--- config.mk ---
export PLATFORM = sky130hd
export DESIGN_NAME = command_line_argument_splitter
export DESIGN_NICKNAME = d
export VERILOG_FILES = /design/src/hw/rtl/clas_pkg.sv /design/src/hw/rtl/clas_front.sv /design/src/hw/rtl/clas_queue.sv /design/src/hw/rtl/clas_back.sv /design/src/hw/rtl/command_line_argument_splitter.sv
export SDC_FILE = /design/constraint.sdc
export NUM_CORES = 1
export LEC_CHECK = 0
export BUFFER_PORTS_ARGS = -buffer_cell sky130_fd_sc_hd__buf_4
export CAP_MARGIN = 5
export CORE_ASPECT_RATIO = 1.25
export CORE_MARGIN = 3
export CORE_UTILIZATION = 38
export DETAILED_ROUTE_END_ITERATION = 10
export PLACE_DENSITY = 0.65
export SLEW_MARGIN = 20
export SYNTH_ARGS = -nofsm -noshare
export SYNTH_HDL_FRONTEND = slang
export SYNTH_HIERARCHICAL = 1
export SYNTH_SLANG_ARGS = --single-unit
--- constraint.sdc ---
create_clock -name i_clk -period 6.3 [get_ports i_clk]
set_input_delay 0.945 -clock i_clk [delete_from_list [all_inputs] [get_ports i_clk]]
set_output_delay 0.945 -clock i_clk [all_outputs]
set_load 0.005 [all_outputs]
--- src/hw/rtl/clas_pkg.sv ---
package clas_pkg;

    // Bounds of the splitter
    localparam int MAX_BACKSLASH_RUN = 32;
    localparam int MAX_ARGUMENTS     = 64;

    // Widths
    localparam int PEND_W  = $clog2(MAX_BACKSLASH_RUN + 1);
    localparam int ARG_W   = 7;
    localparam int ARGX_W  = ARG_W + 1;
    localparam int CHAR_W  = 8;
    localparam int KIND_W  = 2;
    localparam int TAIL_W  = 2;
    localparam int TOTAL_W = PEND_W + 1;

    // Command queue between front and back
    localparam int QUEUE_DEPTH = 4;
    localparam int QPTR_W      = $clog2(QUEUE_DEPTH);
    localparam int QCNT_W      = $clog2(QUEUE_DEPTH + 1);

    // Result kinds
    localparam logic [KIND_W-1:0] OK_CHAR     = 2'd0;
    localparam logic [KIND_W-1:0] OK_END_ARG  = 2'd1;
    localparam logic [KIND_W-1:0] OK_END_LINE = 2'd2;
    localparam logic [KIND_W-1:0] OK_EMPTY    = 2'd3;

    // Input kinds
    localparam logic IK_CHAR = 1'b0;
    localparam logic IK_EOL  = 1'b1;

    // Character codes
    localparam logic [CHAR_W-1:0] CH_BSLASH = 8'h5C;
    localparam logic [CHAR_W-1:0] CH_QUOTE  = 8'h22;
    localparam logic [CHAR_W-1:0] CH_SPACE  = 8'h20;
    localparam logic [CHAR_W-1:0] CH_TAB    = 8'h09;

    // One decoded transaction: a burst of held backslashes, then up to two
    // single results (the second is always an end of line)
    typedef struct packed {
        logic [PEND_W-1:0] bs_cnt;
        logic [TAIL_W-1:0] t_cnt;
        logic [KIND_W-1:0] t0_kind;
        logic [CHAR_W-1:0] t0_char;
        logic [ARG_W-1:0]  t0_idx;
        logic [ARG_W-1:0]  t1_idx;
        logic              ovf;
    } t_cmd;

endpackage

--- src/hw/rtl/clas_front.sv ---
module clas_front
    import clas_pkg::*;
(
    input  logic              i_clk,
    input  logic              i_rst_n,
    input  logic              i_valid,
    input  logic              i_kind,
    input  logic [CHAR_W-1:0] i_char_code,
    output logic              o_stall,
    input  logic              i_q_full,
    output logic              o_push,
    output t_cmd              o_cmd
);

    localparam logic [2:0] PH_START        = 3'd0;
    localparam logic [2:0] PH_FIRST_PLAIN  = 3'd1;
    localparam logic [2:0] PH_FIRST_QUOTED = 3'd2;
    localparam logic [2:0] PH_GAP          = 3'd3;
    localparam logic [2:0] PH_ARG          = 3'd4;

    logic [2:0]        r_phase, n_phase;
    logic [PEND_W-1:0] r_pend, n_pend;
    logic [1:0]        r_qcnt, n_qcnt;
    logic              r_qrun, n_qrun;
    logic [ARG_W-1:0]  r_argn, n_argn;
    logic              r_sat, n_sat;

    logic  eol, is_quote, is_blank, is_bslash;
    logic  later, clear, accept;
    t_cmd  cmd;

    assign eol       = (i_kind == IK_EOL);
    assign is_quote  = (i_char_code == CH_QUOTE);
    assign is_blank  = (i_char_code == CH_SPACE) || (i_char_code == CH_TAB);
    assign is_bslash = (i_char_code == CH_BSLASH);

    assign o_stall = i_q_full;
    assign accept  = i_valid && !i_q_full;

    // Classify one byte: next state and the results it releases
    always_comb begin
        n_phase = r_phase;
        n_pend  = r_pend;
        n_qcnt  = r_qcnt;
        n_qrun  = r_qrun;
        n_argn  = r_argn;
        n_sat   = r_sat;
        later   = 1'b0;
        clear   = 1'b0;
        cmd     = '0;

        // A quote run ends on anything but another quote of a later argument
        if (r_qrun && (eol || !is_quote || r_phase != PH_ARG)) begin
            if (n_qcnt == 2'd2) begin
                n_qcnt = 2'd0;
            end
            n_qrun = 1'b0;
        end

        unique case (r_phase) inside
            PH_START: begin
                if (eol) begin
                    cmd.t_cnt   = 2'd1;
                    cmd.t0_kind = OK_EMPTY;
                    clear       = 1'b1;
                end else if (is_quote) begin
                    n_phase = PH_FIRST_QUOTED;
                end else if (is_blank) begin
                    cmd.t_cnt   = 2'd1;
                    cmd.t0_kind = OK_END_ARG;
                    n_phase     = PH_GAP;
                end else begin
                    cmd.t_cnt   = 2'd1;
                    cmd.t0_kind = OK_CHAR;
                    cmd.t0_char = i_char_code;
                    n_phase     = PH_FIRST_PLAIN;
                end
            end
            PH_FIRST_PLAIN, PH_FIRST_QUOTED: begin
                if (eol) begin
                    cmd.t_cnt   = 2'd2;
                    cmd.t0_kind = OK_END_ARG;
                    cmd.t1_idx  = ARG_W'(1);
                    clear       = 1'b1;
                end else if ((r_phase == PH_FIRST_PLAIN) ? is_blank : is_quote) begin
                    cmd.t_cnt   = 2'd1;
                    cmd.t0_kind = OK_END_ARG;
                    n_phase     = PH_GAP;
                end else begin
                    cmd.t_cnt   = 2'd1;
                    cmd.t0_kind = OK_CHAR;
                    cmd.t0_char = i_char_code;
                end
            end
            PH_GAP: begin
                if (eol) begin
                    cmd.t_cnt   = 2'd1;
                    cmd.t0_kind = OK_END_LINE;
                    cmd.t0_idx  = r_argn + ARG_W'(1);
                    clear       = 1'b1;
                end else if (!is_blank) begin
                    // New argument; index sticks at the last slot
                    if ((ARGX_W'(r_argn) + ARGX_W'(1)) >= ARGX_W'(MAX_ARGUMENTS)) begin
                        n_sat = 1'b1;
                    end else begin
                        n_argn = r_argn + ARG_W'(1);
                    end
                    n_pend  = '0;
                    n_qcnt  = 2'd0;
                    n_qrun  = 1'b0;
                    n_phase = PH_ARG;
                    later   = 1'b1;
                end
            end
            default: begin
                if (eol) begin
                    cmd.bs_cnt  = r_pend;
                    cmd.t_cnt   = 2'd2;
                    cmd.t0_kind = OK_END_ARG;
                    cmd.t0_idx  = r_argn;
                    cmd.t1_idx  = r_argn + ARG_W'(1);
                    clear       = 1'b1;
                end else begin
                    later = 1'b1;
                end
            end
        endcase

        // Backslash and quote rules of later arguments
        if (later) begin
            cmd.t0_idx = n_argn;
            if (is_quote) begin
                if (n_qrun) begin
                    n_qcnt = n_qcnt + 2'd1;
                    if (n_qcnt == 2'd3) begin
                        cmd.t_cnt   = 2'd1;
                        cmd.t0_kind = OK_CHAR;
                        cmd.t0_char = CH_QUOTE;
                        n_qcnt      = 2'd0;
                    end
                end else begin
                    cmd.bs_cnt = n_pend >> 1;
                    if (n_pend[0]) begin
                        cmd.t_cnt   = 2'd1;
                        cmd.t0_kind = OK_CHAR;
                        cmd.t0_char = CH_QUOTE;
                    end else begin
                        n_qcnt = n_qcnt + 2'd1;
                    end
                    n_pend = '0;
                    n_qrun = 1'b1;
                end
            end else if (is_blank && n_qcnt == 2'd0) begin
                cmd.bs_cnt  = n_pend;
                cmd.t_cnt   = 2'd1;
                cmd.t0_kind = OK_END_ARG;
                n_pend      = '0;
                n_phase     = PH_GAP;
            end else if (is_bslash) begin
                if (n_pend >= PEND_W'(MAX_BACKSLASH_RUN)) begin
                    n_sat = 1'b1;
                end else begin
                    n_pend = n_pend + PEND_W'(1);
                end
            end else begin
                cmd.bs_cnt  = n_pend;
                cmd.t_cnt   = 2'd1;
                cmd.t0_kind = OK_CHAR;
                cmd.t0_char = i_char_code;
                n_pend      = '0;
            end
        end

        cmd.ovf = n_sat;

        // End of line returns everything to the start of line
        if (clear) begin
            n_phase = PH_START;
            n_pend  = '0;
            n_qcnt  = 2'd0;
            n_qrun  = 1'b0;
            n_argn  = '0;
            n_sat   = 1'b0;
        end
    end

    assign o_cmd  = cmd;
    assign o_push = accept && (cmd.bs_cnt != '0 || cmd.t_cnt != '0);

    // Line state
    always_ff @(posedge i_clk) begin
        if (!i_rst_n) begin
            r_phase <= PH_START;
            r_pend  <= '0;
            r_qcnt  <= 2'd0;
            r_qrun  <= 1'b0;
            r_argn  <= '0;
            r_sat   <= 1'b0;
        end else if (accept) begin
            r_phase <= n_phase;
            r_pend  <= n_pend;
            r_qcnt  <= n_qcnt;
            r_qrun  <= n_qrun;
            r_argn  <= n_argn;
            r_sat   <= n_sat;
        end
    end

endmodule

--- src/hw/rtl/clas_queue.sv ---
module clas_queue
    import clas_pkg::*;
(
    input  logic i_clk,
    input  logic i_rst_n,
    input  logic i_push,
    input  t_cmd i_cmd,
    output logic o_full,
    input  logic i_pop,
    output logic o_valid,
    output t_cmd o_cmd
);

    t_cmd              r_mem [QUEUE_DEPTH];
    logic [QPTR_W-1:0] r_wr, r_rd;
    logic [QCNT_W-1:0] r_cnt;

    assign o_full  = (r_cnt == QCNT_W'(QUEUE_DEPTH));
    assign o_valid = (r_cnt != '0);
    assign o_cmd   = r_mem[r_rd];

    // Storage
    always_ff @(posedge i_clk) begin
        if (i_push) begin
            r_mem[r_wr] <= i_cmd;
        end
    end

    // Pointers and fill level
    always_ff @(posedge i_clk) begin
        if (!i_rst_n) begin
            r_wr  <= '0;
            r_rd  <= '0;
            r_cnt <= '0;
        end else begin
            if (i_push) begin
                r_wr <= r_wr + QPTR_W'(1);
            end
            if (i_pop) begin
                r_rd <= r_rd + QPTR_W'(1);
            end
            r_cnt <= r_cnt + QCNT_W'(i_push) - QCNT_W'(i_pop);
        end
    end

    // Checks
    a_no_push_full: assert property (@(posedge i_clk) disable iff (!i_rst_n)
        !(i_push && o_full))
        else $error("queue written while full");

    a_no_pop_empty: assert property (@(posedge i_clk) disable iff (!i_rst_n)
        !(i_pop && !o_valid))
        else $error("queue read while empty");

    a_level: assert property (@(posedge i_clk) disable iff (!i_rst_n)
        $past(i_rst_n) |->
            r_cnt == $past(r_cnt) + QCNT_W'($past(i_push)) - QCNT_W'($past(i_pop)))
        else $error("queue level out of step with push and pop");

endmodule

--- src/hw/rtl/clas_back.sv ---
module clas_back
    import clas_pkg::*;
(
    input  logic              i_clk,
    input  logic              i_rst_n,
    input  logic              i_cmd_valid,
    input  t_cmd              i_cmd,
    output logic              o_pop,
    output logic              o_valid,
    input  logic              i_stall,
    output logic [KIND_W-1:0] o_out_kind,
    output logic [CHAR_W-1:0] o_out_char,
    output logic [ARG_W-1:0]  o_arg_index,
    output logic              o_overflow,
    output logic              o_last
);

    logic [TOTAL_W-1:0] r_sub;
    logic               r_valid;
    logic [KIND_W-1:0]  r_kind;
    logic [CHAR_W-1:0]  r_char;
    logic [ARG_W-1:0]   r_idx;
    logic               r_ovf, r_last;

    logic [TOTAL_W-1:0] total;
    logic               in_bs, is_t0, is_last, load;
    logic [KIND_W-1:0]  sel_kind;
    logic [CHAR_W-1:0]  sel_char;
    logic [ARG_W-1:0]   sel_idx;

    assign total   = TOTAL_W'(i_cmd.bs_cnt) + TOTAL_W'(i_cmd.t_cnt);
    assign in_bs   = r_sub < TOTAL_W'(i_cmd.bs_cnt);
    assign is_t0   = r_sub == TOTAL_W'(i_cmd.bs_cnt);
    assign is_last = r_sub == (total - TOTAL_W'(1));
    assign load    = i_cmd_valid && (!r_valid || !i_stall);
    assign o_pop   = load && is_last;

    // Pick the result at the current position of the command
    always_comb begin
        if (in_bs) begin
            sel_kind = OK_CHAR;
            sel_char = CH_BSLASH;
            sel_idx  = i_cmd.t0_idx;
        end else if (is_t0) begin
            sel_kind = i_cmd.t0_kind;
            sel_char = i_cmd.t0_char;
            sel_idx  = i_cmd.t0_idx;
        end else begin
            sel_kind = OK_END_LINE;
            sel_char = '0;
            sel_idx  = i_cmd.t1_idx;
        end
    end

    // Output register
    always_ff @(posedge i_clk) begin
        if (load) begin
            r_kind <= sel_kind;
            r_char <= sel_char;
            r_idx  <= sel_idx;
            r_ovf  <= i_cmd.ovf;
            r_last <= is_last;
        end
    end

    always_ff @(posedge i_clk) begin
        if (!i_rst_n) begin
            r_valid <= 1'b0;
            r_sub   <= '0;
        end else begin
            if (load) begin
                r_valid <= 1'b1;
                r_sub   <= is_last ? '0 : r_sub + TOTAL_W'(1);
            end else if (!i_stall) begin
                r_valid <= 1'b0;
            end
        end
    end

    assign o_valid     = r_valid;
    assign o_out_kind  = r_kind;
    assign o_out_char  = r_char;
    assign o_arg_index = r_idx;
    assign o_overflow  = r_ovf;
    assign o_last      = r_last;

    // Checks
    a_pos_in_cmd: assert property (@(posedge i_clk) disable iff (!i_rst_n)
        i_cmd_valid |-> r_sub < total)
        else $error("result position beyond end of command");

endmodule

--- src/hw/rtl/command_line_argument_splitter.sv ---
// Splits a streamed command line into arguments under the usual Windows rules.
// The front stage takes one byte or end-of-line transaction per cycle and
// decides at once what it releases; results leave one per cycle, unless the
// output is stalled, through a registered output. A byte usually gives zero
// or one result, but the byte that ends a run of held backslashes releases
// up to the held count plus one result, and end of line up to the held count
// plus two; the output releases such a transaction one result at a time. A
// four-entry command queue between the stages absorbs these bursts, so input
// is only stalled when the queue is full, that is when bursts or output
// stalls back up faster than the output drains them.
module command_line_argument_splitter
    import clas_pkg::*;
(
    input  logic              i_clk,
    input  logic              i_rst_n,
    input  logic              i_valid,
    output logic              o_stall,
    input  logic              i_kind,
    input  logic [CHAR_W-1:0] i_char_code,
    output logic              o_valid,
    input  logic              i_stall,
    output logic [KIND_W-1:0] o_out_kind,
    output logic [CHAR_W-1:0] o_out_char,
    output logic [ARG_W-1:0]  o_arg_index,
    output logic              o_overflow,
    output logic              o_last
);

    logic q_full, q_push, q_valid, q_pop;
    t_cmd push_cmd, head_cmd;

    clas_front u_front (
        .i_clk       (i_clk),
        .i_rst_n     (i_rst_n),
        .i_valid     (i_valid),
        .i_kind      (i_kind),
        .i_char_code (i_char_code),
        .o_stall     (o_stall),
        .i_q_full    (q_full),
        .o_push      (q_push),
        .o_cmd       (push_cmd)
    );

    clas_queue u_queue (
        .i_clk   (i_clk),
        .i_rst_n (i_rst_n),
        .i_push  (q_push),
        .i_cmd   (push_cmd),
        .o_full  (q_full),
        .i_pop   (q_pop),
        .o_valid (q_valid),
        .o_cmd   (head_cmd)
    );

    clas_back u_back (
        .i_clk       (i_clk),
        .i_rst_n     (i_rst_n),
        .i_cmd_valid (q_valid),
        .i_cmd       (head_cmd),
        .o_pop       (q_pop),
        .o_valid     (o_valid),
        .i_stall     (i_stall),
        .o_out_kind  (o_out_kind),
        .o_out_char  (o_out_char),
        .o_arg_index (o_arg_index),
        .o_overflow  (o_overflow),
        .o_last      (o_last)
    );

endmodule
# Word level (Yosys, flattened, before mapping)

Memory sizes are Yosys's and may differ from the RTL's. A register that Yosys moved wholly into a read port is not among the register bits.
Cells that the tools add are included.

Register bits after elaboration: 54
Bits in latches: 0
RAM bits: 132
Memory bits (read-only): 0
Input port bits: 13
Output and inout bits: 21
Logic and storage cells: 173
Memories kept: 1

Add/subtract/negate cells: 11
$mul: 0
Divide/modulo/power cells: 0
$lt $le $gt $ge: 3
Eq/ne operators: 14
Shift operators: 0
Muxes and demuxes: 100
Bitwise gates (word level): 1
Reductions and logical operators: 25

Memories:

| name          | depth | bits a word | rd ports | clocked after Yosys merged registers in | wr ports | RTL line         | source |
|---|---|---|---|---|---|---|---|
| u_queue.r_mem | 4     | 33          | 1        | 1                                       | 1        | clas_queue.sv:14 | `t_cmd r_mem [QUEUE_DEPTH];` |

Operators with widths:

| operator                                                               | count |
|---|---|
| 6-bit 2-to-1 mux                                                       | 12 |
| 7-bit 2-to-1 mux                                                       | 10 |
| 12-bit 2-to-1 mux                                                      | 4 |
| 8-bit 2-to-1 mux                                                       | 5 |
| 18-bit 2-to-1 mux                                                      | 2 |
| 2-bit 2-to-1 mux                                                       | 16 |
| 3-bit 2-to-1 mux                                                       | 10 |
| 1-bit 2-to-1 mux                                                       | 29 |
| 7-bit one-hot mux with 2 select lines                                  | 2 |
| 25-bit 2-to-1 mux                                                      | 1 |
| 10-bit 2-to-1 mux                                                      | 2 |
| 8-bit by 6-bit equality test with 1-bit output (second input constant) | 2 |
| 8-bit one-hot mux with 2 select lines                                  | 1 |
| 7-bit by 1-bit adder with 7-bit output (second input constant)         | 2 |
| 14-bit 2-to-1 mux                                                      | 1 |
| 4-bit one-hot mux with 3 select lines                                  | 1 |
| 3-bit one-hot mux with 3 select lines                                  | 1 |
| 7-bit by 1-bit adder with 8-bit output (second input constant)         | 1 |
| 8-bit by 4-bit equality test with 1-bit output (second input constant) | 1 |
| 8-bit by 7-bit equality test with 1-bit output (second input constant) | 1 |
| 8-bit by 7-bit >= comparator with 1-bit output (second input constant) | 1 |
| 4-bit 2-to-1 mux                                                       | 2 |
| 6-bit by 2-bit adder with 7-bit output                                 | 1 |
| 7-bit by 6-bit equality test with 1-bit output                         | 1 |
| 27 further kinds                                                       | 45 |

# Longest topological paths before layout

Word-level depth: 20
Gate-level depth with buffers: 21
Depth with buffers taken out: 19

# By module

Netlist, hierarchy kept.

Modules (own cells, without submodules):

| module     | times used | cells each | area each (um^2) | seq. area each (um^2) |
|---|---|---|---|---|
| clas_queue | 1          | 215        | 5,246.3          | 4,144.0 |
| clas_front | 1          | 307        | 2,112.0          | 400.4 |
| clas_back  | 1          | 196        | 1,876.8          | 730.7 |

# Worst setup path before layout

Ideal clock, no wire load.

Path kind: input to register
Start: in i_char_code[2]
End: mem u_queue/r_mem[0][0] (netlist bit), enable pin
Setup time: 0.393 ns
Arrival: 4.163 ns
Data required time: 5.907 ns
Slack: 1.744 ns
Stages: 12
Path buffers: 1
Cells stage by stage: or4_1 a211oi_1 or2_1 buf_2 o311ai_1 inv_1 ha_1 and3_1 a211oi_1 o31ai_1 o31a_1 and2_1

RTL lines:

| item               | RTL line                             | source |
|---|---|---|
| start: declaration | command_line_argument_splitter.sv:19 | `input logic [CHAR_W-1:0] i_char_code,` |
| end: declaration   | clas_queue.sv:14                     |  |

==> impl_metrics.ini <==
[outcome]
status = completed

[worst_setup_path]
cp_data_arrival_time_ps = 5340
crit_path_top_delay_cell = dfxtp_2
crit_type = flop to flop
cp_top_family = adder cells
timing.critical_path.cells = mux4_2 > inv_1 > ha_1 > inv_1 > ha_1 > inv_1 > fa_1 > nand2b_1 > a21oi_1 > xnor2_1 > nor3_2 > nor3b_1 > ha_1 > inv_1 > ha_1 > inv_1 > fa_1 > xnor3_1 > nor2_1
crit_fanout = 17
path_buf_inv = 5
cp_num_cells = 19
cp_common_cell = inv_1
cpPeakStageDelay_ps = 690
crit_path_end_kind = flop
r2r_cells = 19
cp.required_ps = 6620
worstSetupStartpointType = flop

[yosys]
synth_fp_nets = 758
synth_seq_area_share = 0.571
syn_inst = 718
ys_warn_count = 6
syn-cell-area_um2 = 9240
synth_cell_types = 78
async_reset_ff_frac = 0
ys_ff_latch = 188
syn_area_per_cell_um2 = 12.9
synth_top_flop_cell = edfxtp_1
synth_edf_count = 151

[routing]
viasPerCell = 5.40
detail-route-antenna-nets = 0
vias = 5847
wl_per_cell_um = 17.6
routed_wl_mm = 19.1
drt_pass1_iterations = 5
drc_errors = 0
drt-initial-drc-count = 506

[clock_network]
cts_tree = yes
htree_levels = 4
max-clock-path-buffers = 2
holdBufCountCts = 0
post_cts_resized = 0
clock-sinks = 188
cts_buffers = 17
ctsRootBufferMaster = clkbuf_16
clk_pin_slew_ps = 70
clk_latency_ps = 430
post_cts_buffers = 0

[layout]
final_cell_mix = 151 x edfxtp_1, 48 x buf_4, 42 x nand2_1, 40 x nor2_1
layout_commonest_cell = edfxtp_1
drive_above_1_share = 0.165
final.fill_count = 2179
final_area_um2 = 10400
multi_input_area_um2 = 3610
syn_to_final_growth_pct = 12.5
layout.area.seq_um2 = 5280
final_nets = 785
post-route-util = 0.436
diodes = 0

[timing]
rsz0062_at_grt = false
period_needed_ps = 5020
slew_viol_final = 0
final-hold-violation-count = 0
fmax_mhz = 199
worstMarginPinSlew_ps = 966
fin_worst_skew_ps = 9.75
relSlewSlack = 0.352
finalSetupTns_ps = 0
setup_viol = 0
post-route-period-util = 0.797

[place]
place_area_um2 = 9760
hpwlAfterDp_mm = 13.4
routabilityCongestion = 0.833
port-buffer-count = 33

[power]
powerDensity_nw_per_um2 = 326
leakagePower_nw = 3.58
irDropWorstVdd_v = 0.000133

[hold_path]
worstHoldPathCells = 2
hp-class = flop to flop

[floorplan]
boundaryPins = 34
dieArea_um2 = 26200
dieHeight_um = 180
num_rows = 63
die_w_um = 145
initial_core_util = 0.388
coreArea_um2 = 23800

[global_routing]
antenna_found_initial = 0
grt_pass1_vias = 5970
gr-usage-all-layers = 0.149
grt_max_degree = 33
grt-ovfl-total = 0
grt_pass1_wl_mm = 31.1

[flow_run]
maxCapViolCount = 0
## where the power goes
group / leakage (nW) / internal [mW] / switching [mW]
logic: 1.58 / 0.296 / 0.378
registers: 1.71 / 1.53 / 0.0540
clock network: 0.299 / 0.687 / 0.444
## routing by layer
metal  vias up  routed length (um)  global-route usage
met4         0                 486              0.0627
met5         -                   0                   0
li1       2785                   -                   -
met1      2885                7960               0.177
met2       148               10000               0.266
met3        29                 656              0.0279
## worst min-delay path, cell delays in order, from the launching register on
cell and delay [ps]:
dfxtp_1 310, nand2_1 50, a21boi_0 60
## cell usage after synthesis, drive strengths merged (11+ instances only)
cell type | n | area [um2]
nor2 | 40 | 150
edfxtp | 151 | 4530
and2 | 14 | 90.1
a21oi | 36 | 180
ha | 25 | 313
a21o | 11 | 82.6
nand2 | 42 | 158
nor3b | 23 | 173
dfxtp | 37 | 741
o211ai | 12 | 90.1
mux4 | 33 | 754
nor2b | 16 | 100
clkbuf | 22 | 82.6
o21ai | 27 | 139
buf | 18 | 168
a21boi | 12 | 90.1
xnor2 | 14 | 123
inv | 28 | 105
nand3 | 26 | 143
and3 | 12 | 75.1
## cell type report
type | count | share of cell area
Clock buffer | 22 | 0.0447
Clock inverter | 10 | 0.0159
Inverter | 28 | 0.0101
Multi-Input combinational cell | 462 | 0.348
Sequential cell | 188 | 0.508
Tap cell | 325 | 0.0391
Timing Repair Buffer | 48 | 0.0347
## cells by family after synthesis
logic type,after synthesis,share of synthesized area
DFF,188,0.571
muxes,36,0.0851
AOI/OAI and AO/OA,146,0.105
and+or+nand+nor,231,0.139
adders and majority gates,27,0.0382
xor gates and xnor gates,22,0.0232
buffers and inverters,68,0.0385
## path summary, 6_finish.rpt
path	startpoint	slack [ps]	to
min	u_front/r_qcnt[1]$_SDFFE_PN0P_	470	u_front/r_qcnt[1]$_SDFFE_PN0P_
max	flop	1280	u_queue/r_cnt[2]$_SDFF_PN0_
max reg2reg	flop	1280	u_queue/r_cnt[2]$_SDFF_PN0_
min reg2reg	u_front/r_qcnt[1]$_SDFFE_PN0P_	470	u_front/r_qcnt[1]$_SDFFE_PN0P_
## sequential cells by signal (all words and copies together), names as in the netlist, named ones only
name	flops
u_back/o_overflow	1
u_queue/r_wr	2
u_back/o_arg_index	7
u_back/o_out_kind	2
u_front/r_pend	6
u_front/r_phase	3
u_back/o_valid	1
u_front/r_sat	1
u_queue/r_rd	2
u_queue/r_cnt	3
u_back/o_last	1
u_front/r_argn	7
u_back/o_out_char	8
u_front/r_qrun	1
u_queue/r_mem	132
u_front/r_qcnt	2
u_back/r_sub	7
## metrics by stage
step | total power [mW] | instances | hold slack (ps) | setup slack, ps
after floorplan | 2.06 | 718 | 440 | 1740
after global routing | 3.56 | 1083 | 492 | 788
final | 3.39 | 1083 | 469 | 1280
after detailed placement | 2.29 | 1051 | 461 | 1240
after global placement | 2.28 | 1051 | 464 | 1330
after CTS | 3.42 | 1083 | 473 | 1230
Note: power is estimated with default switching activity, not from simulation.
